==> config.mk <==
export PLATFORM = sky130hd
export DESIGN_NAME = bau_ctrl
export DESIGN_NICKNAME = d
export VERILOG_FILES = /design/src/sv/bau_pkg.sv /design/src/sv/bau_ctrl.sv
export SDC_FILE = /design/constraint.sdc
export NUM_CORES = 1
export LEC_CHECK = 0
export BUFFER_PORTS_ARGS = -buffer_cell sky130_fd_sc_hd__buf_2
export CORE_MARGIN = 8
export CORE_UTILIZATION = 35
export CTS_CLUSTER_SIZE = 24
export DETAILED_ROUTE_END_ITERATION = 10
export PLACE_DENSITY = 0.75
export SETUP_SLACK_MARGIN = 0.02
export SLEW_MARGIN = 20
export SYNTH_ARGS = -nofsm -noshare
export SYNTH_HDL_FRONTEND = slang
export SYNTH_SLANG_ARGS = --single-unit
export TNS_END_PERCENT = 30
==> constraint.sdc <==
create_clock -name clk -period 2.4 [get_ports clk]
set_clock_uncertainty 0.15 [all_clocks]
set_input_delay 0.48 -clock clk [delete_from_list [all_inputs] [get_ports clk]]
set_output_delay 0.48 -clock clk [all_outputs]
set_load 0.01 [all_outputs]
==> src/sv/bau_pkg.sv <==
// Shared types and constants for the bilinear alpha upscaler.
// No dependencies; every other file imports this package.
package bau_pkg;

	localparam int MAX_WIDTH  = 256;
	localparam int MAX_HEIGHT = 256;
	localparam int MAX_FACTOR = 8;

	localparam int COL_W  = $clog2(MAX_WIDTH);
	localparam int ROW_W  = $clog2(MAX_HEIGHT);
	localparam int ADDR_W = COL_W + ROW_W;
	localparam int DEPTH  = MAX_WIDTH * MAX_HEIGHT;

	localparam int DIM_W  = 9;
	localparam int FAC_W  = 4;
	localparam int CRD_W  = 11;
	localparam int PIX_W  = 8;
	localparam int IDX_W  = 2;
	localparam int CFG_W  = 9;
	localparam int S_DATA_W = 32;
	localparam int M_DATA_W = 8;

	// divider: 16-bit dividend, 9-bit divisor
	localparam int DIV_W  = 16;
	localparam int DVS_W  = 9;
	localparam int DCNT_W = $clog2(DIV_W);

	typedef enum logic [IDX_W-1:0] {
		REG_SOURCE_WIDTH  = 2'd0,
		REG_SOURCE_HEIGHT = 2'd1,
		REG_SCALE_FACTOR  = 2'd2
	} reg_idx_t;

	typedef enum logic {
		OP_LOAD    = 1'b0,
		OP_REQUEST = 1'b1
	} op_t;

	typedef enum logic [1:0] {
		DSEL_X = 2'd0,
		DSEL_Y = 2'd1,
		DSEL_V = 2'd2
	} dsel_t;

	typedef enum logic [3:0] {
		ST_IDLE,
		ST_CHECK,
		ST_DIVX,
		ST_WAITX,
		ST_DIVY,
		ST_WAITY,
		ST_RD0,
		ST_RD1,
		ST_RD2,
		ST_RD3,
		ST_RDW,
		ST_BL1,
		ST_BL2,
		ST_DIVV,
		ST_WAITV,
		ST_OUT
	} state_t;

	typedef struct packed {
		logic       take;
		logic       cap_chk;
		logic       div_start;
		dsel_t      div_sel;
		logic       cap_x;
		logic       cap_y;
		logic       rd_en;
		logic [1:0] rd_idx;
		logic       blend_a;
		logic       blend_b;
		logic       cap_v;
		logic       out_load;
	} cmd_t;

	typedef struct packed {
		logic oor;
		logic div_done;
		logic out_busy;
	} sts_t;

endpackage

==> src/sv/bau_ctrl.sv <==
// Controller state machine of the upscaler: sequences checks, divides,
// frame store reads, blend steps and the result hand-off. Depends on bau_pkg.
module bau_ctrl import bau_pkg::*; (
	input  logic clk,
	input  logic arst_n,
	input  logic s_tvalid,
	input  logic s_tuser,
	input  sts_t sts,
	output cmd_t cmd,
	output logic s_tready
);

	state_t state_q;
	state_t state_d;

	always_ff @(posedge clk or negedge arst_n) begin
		if (!arst_n) begin
			state_q <= ST_IDLE;
		end else begin
			state_q <= state_d;
		end
	end

	always_comb begin
		state_d = state_q;
		case (state_q)
			ST_IDLE: begin
				if (s_tvalid && (op_t'(s_tuser) == OP_REQUEST)) state_d = ST_CHECK;
			end
			ST_CHECK: state_d = sts.oor ? ST_OUT : ST_DIVX;
			ST_DIVX:  state_d = ST_WAITX;
			ST_WAITX: begin
				if (sts.div_done) state_d = ST_DIVY;
			end
			ST_DIVY:  state_d = ST_WAITY;
			ST_WAITY: begin
				if (sts.div_done) state_d = ST_RD0;
			end
			ST_RD0:   state_d = ST_RD1;
			ST_RD1:   state_d = ST_RD2;
			ST_RD2:   state_d = ST_RD3;
			ST_RD3:   state_d = ST_RDW;
			ST_RDW:   state_d = ST_BL1;
			ST_BL1:   state_d = ST_BL2;
			ST_BL2:   state_d = ST_DIVV;
			ST_DIVV:  state_d = ST_WAITV;
			ST_WAITV: begin
				if (sts.div_done) state_d = ST_OUT;
			end
			ST_OUT: begin
				if (!sts.out_busy) state_d = ST_IDLE;
			end
			default:  state_d = ST_IDLE;
		endcase
	end

	always_comb begin
		cmd      = '0;
		s_tready = 1'b0;
		case (state_q)
			ST_IDLE: begin
				s_tready = 1'b1;
				cmd.take = s_tvalid;
			end
			ST_CHECK: cmd.cap_chk = 1'b1;
			ST_DIVX: begin
				cmd.div_start = 1'b1;
				cmd.div_sel   = DSEL_X;
			end
			ST_WAITX: begin
				cmd.div_sel = DSEL_X;
				cmd.cap_x   = sts.div_done;
			end
			ST_DIVY: begin
				cmd.div_start = 1'b1;
				cmd.div_sel   = DSEL_Y;
			end
			ST_WAITY: begin
				cmd.div_sel = DSEL_Y;
				cmd.cap_y   = sts.div_done;
			end
			ST_RD0: begin
				cmd.rd_en  = 1'b1;
				cmd.rd_idx = 2'd0;
			end
			ST_RD1: begin
				cmd.rd_en  = 1'b1;
				cmd.rd_idx = 2'd1;
			end
			ST_RD2: begin
				cmd.rd_en  = 1'b1;
				cmd.rd_idx = 2'd2;
			end
			ST_RD3: begin
				cmd.rd_en  = 1'b1;
				cmd.rd_idx = 2'd3;
			end
			ST_RDW: ;
			ST_BL1: cmd.blend_a = 1'b1;
			ST_BL2: cmd.blend_b = 1'b1;
			ST_DIVV: begin
				cmd.div_start = 1'b1;
				cmd.div_sel   = DSEL_V;
			end
			ST_WAITV: begin
				cmd.div_sel = DSEL_V;
				cmd.cap_v   = sts.div_done;
			end
			ST_OUT: cmd.out_load = !sts.out_busy;
			default: ;
		endcase
	end

endmodule
**After elaboration in Yosys (flattened, before gate mapping)**

Index checks and enable logic that the tools add are counted.

- Output and inout port bits: 15
- Flip-flop bits (word level): 4
- Logic and storage cells: 47
- Input port bits: 7

- Equality and inequality tests: 20
- Reduce and logical (&&, ||, !) cells: 7
- Multiplexer cells: 19

Operators with widths:

| operator | count |
|---|---|
| one-hot mux 4 bit (16 select lines) | 1 |
| == test 4 bit (second input constant) | 8 |
| two-way mux 4 bit | 6 |
| == test 4 x 3 -> 1 bit (second input constant) | 4 |
| one-hot mux 3 bit (4 select lines) | 1 |
| two-way mux 1 bit | 10 |
| inequality test 2 bit (second input constant) | 5 |
| == test 4 x 2 -> 1 bit (second input constant) | 2 |
| AND reduction 5 bit | 1 |
| == test 4 x 1 -> 1 bit (second input constant) | 1 |
| zero test 4 bit | 1 |
| one-hot mux 2 bit (2 select lines) | 1 |
| OR reduction 2 bit | 2 |
| OR reduction 3 bit | 1 |
| logical AND 1 bit | 1 |
| zero test 1 bit | 1 |

**Depth between registers and ports, before layout**

- Depth after elaboration: 3
- Gate-level depth with buffers: 5
- Mapped depth without buffers: 4

**Least setup slack after synthesis**

No wires, ideal clock.

- Path kind: register to output
- Start point: reg state_q[2]
- End point: out cmd[4] in the netlist's numbering
- Arrival: 1.210 ns
- Buffers on the path: 1
- Cell stages (with the launch flop): 6
- Required time: 1.770 ns
- Setup slack: 0.560 ns
- Cell sequence: dfrtp_1 > buf_6 > nor2_2 > and2_1 > a21o_1 > and2_1

RTL lines:

| what | RTL line | RTL |
|---|---|---|
| start: declaration | bau_ctrl.sv:13 | `state_t state_q;` |
| start signal: assignment | bau_ctrl.sv:20 | `state_q <= state_d;` |
| end: declaration | bau_ctrl.sv:9 | `output cmd_t cmd,` |

==> impl_metrics.tcl <==
set metrics [dict create \
    finalWirelength_um 1190 \
    fin_nets 86 \
    layout-drive-gt1-share_pct 42.9 \
    slew_viol_final 0 \
    syn_nets 62 \
    fill_cells 134 \
    combPwrFrac_pct 60.5 \
    r2r_cells 4 \
    cts_sinks 4 \
    firstDrtPassIters 2 \
    tns_ns 0 \
    synth_area_leaders "dfrtp_1 22%, mux2_4 6.5%, nor4_4 4.6%" \
    switching_share_pct 48.7 \
    synth_warnings 0 \
    overflow 0 \
    area_growth_syn_to_layout_pct 29.3 \
    r2r-start "state_q[2]$_DFFE_PN0P_" \
    synth.distinct_cells 34 \
    initial_core_util_pct 36.7 \
    dpl.hpwl_um 892 \
    drt-initial-drc-count 6 \
    cts-root-buf "clkbuf_4" \
    core_um2 1270 \
    grt_pass1_wl_um 1920 \
    power_frac_clock_pct 9.6 \
    final_common_cell "buf_2" \
    cellPowerDensity_nw_per_um2 1410 \
    cts_resized 0 \
    final_cells 92 \
    ys.flop_type "dfrtp_1" \
    antenna_cells 0 \
    cp-end-kind "output port" \
    vias_per_cell 5.36 \
    syn_area_um2 465 \
    fp.dieArea_um2 2750 \
    ir_worst_vdd_mv 0.406 \
    setup_ws_ns 0.182 \
    worst-setup-path-type "reg -> out" \
    outcome "complete, no violations" \
    avgRoutedWirePerCell_um 13.0 \
    holdWs_ns 0.427 \
    period_minus_slack_ns 2.22 \
    vias 493 \
    ys_seq_area_share_pct 21.5 \
    die_w_um 52.5 \
    setup_viol 0 \
    ys_ff_latch 4 \
    finalCoreUtilization_pct 47.4 \
    grt_max_degree 17 \
    largest_reg_flops 4 \
    drv_cap 0 \
    seq_area_um2 100 \
    hold_viol_final 0 \
    grt_pass1_vias 423 \
    yosysTopAreaCell "dfrtp_1" \
    worstSetupStartpoint "state_q[2]$_DFFE_PN0P_" \
    max_slew_margin_pct 65.3 \
    max_slew.worst_pin.slew_ns 0.520 \
    reg.largest.list "state_q (4)" \
    ant_nets 0 \
    ios 22 \
    multi_input_area_um2 334 \
    gp_congestion 0.737 \
    p_sw_w 0.000412 \
    cts_inserted_buffers 3 \
    route.detailed.drc 0 \
    htreeDepth 1 \
    cts_buffer_depth 2 \
    seqPwrFrac_pct 29.8 \
    place_inst 88 \
    clk_latency_ns 0.23 \
    hold_class "in -> async" \
    final_cell_mix "21 x buf_2, 5 x nand2_1, 4 x nor3_1, 4 x dfrtp_1" \
    async_reset_ff_share_pct 100 \
    place_ws_ns 0.431 \
    cp-start-kind "flip-flop" \
    cp.required_ns 1.77 \
    rsz0062_at_grt "false" \
    antenna_found_initial 0 \
    p_leak_nw 0.288 \
    max_freq_mhz 451 \
    die_h_um 52.5 \
    cts_tree "built" \
    portBuffers 21 \
    finalCritPeriodShare_pct 92.4 \
    rows 13 \
    synth_top_area_share_pct 21.5 \
    synth_cells 55 \
    clk_pin_slew_ns 0.04 \
    top_register "state_q" \
    synth_edf_count 0 \
    critPathArrivalTime_ns 1.59 \
    grt_use_total_pct 9.20 \
    cp_max_fo 15 \
    avgSynthCellArea_um2 8.46 \
    p_int_w 0.000434 \
]
## power by group through the flow
stage | clock network, W | logic (W) | registers (W)
after global placement | 0 | 0.000504 | 0.000248
after CTS | 0.0000828 | 0.000520 | 0.000252
after floorplan | 0 | 0.000470 | 0.000167
final | 0.0000817 | 0.000513 | 0.000252
after global routing | 0.0000916 | 0.000563 | 0.000270
after detailed placement | 0 | 0.000517 | 0.000251
## repair_timing
item / CTS / global route
hold buffers: 1 / 0
buffers inserted: 0 / 0
endpoints found under the hold margin: 4 / 0
## Yosys cell counts (all sizes together) (2+ instances only)
cell type and instances:
and2 3, nand2 5, dfrtp 4, mux2 2, nor3 5, a21oi 3
buf 3, nor4 3, nand3 2, nor2b 3, nor2 3, nor3b 2
a22o 2
## critical path, cell delays in order (launching register included)
cell	delay (ns)
dfrtp_1	0.66
nor2_2	0.08
and2_1	0.18
a21o_1	0.15
and2_1	0.14
buf_2	0.13
## final timing paths
| path | endpoint | slack (ns) |
|---|---|---|
| worst max-delay path | cmd[4] | 0.18 |
| worst min-delay path | state_q[0]$_DFFE_PN0P_ | 0.43 |
| worst max register to register | state_q[3]$_DFFE_PN0P_ | 0.50 |
| worst min register to register | state_q[1]$_DFFE_PN0P_ | 0.58 |
| max in group asynchronous | state_q[3]$_DFFE_PN0P_ | 1.56 |
| min in group clk | state_q[2]$_DFFE_PN0P_ | 0.46 |
## cells by family (layout without fill, tap and decap cells)
group	after synthesis	in the layout	share of synthesized area [%]
compound gates	11	11	18.8
xor+xnor	2	2	3.76
buf+inv	5	27	6.72
flops	4	4	21.5
mux	2	2	6.45
simple gates	31	31	42.7
## per-layer routing
layer / GRT usage (%) / wire length, um
met5: 0 / 0
met3: 2.84 / 77
met1: 9.63 / 506
met2: 14.6 / 568
met4: 7.76 / 40
## final cells by class
class	instances	share of cell area [%]
clock buffers	3	3.74
repair buffers	23	20.4
multi-input cells	46	55.5
flip-flops and latches	4	16.6
inverters	1	0.624
well taps	15	3.12
## through the flow
| stage | power, W | area, um^2 |
|---|---|---|
| 2_1_floorplan | 0.000637 | 465 |
| 3_3_place_gp | 0.000751 | 569 |
| 3_5_place_dp | 0.000768 | 569 |
| 4_1_cts | 0.000854 | 602 |
| 5_1_grt | 0.000925 | 602 |
| 6_report | 0.000847 | 602 |
(Power assumes the default switching activity.)
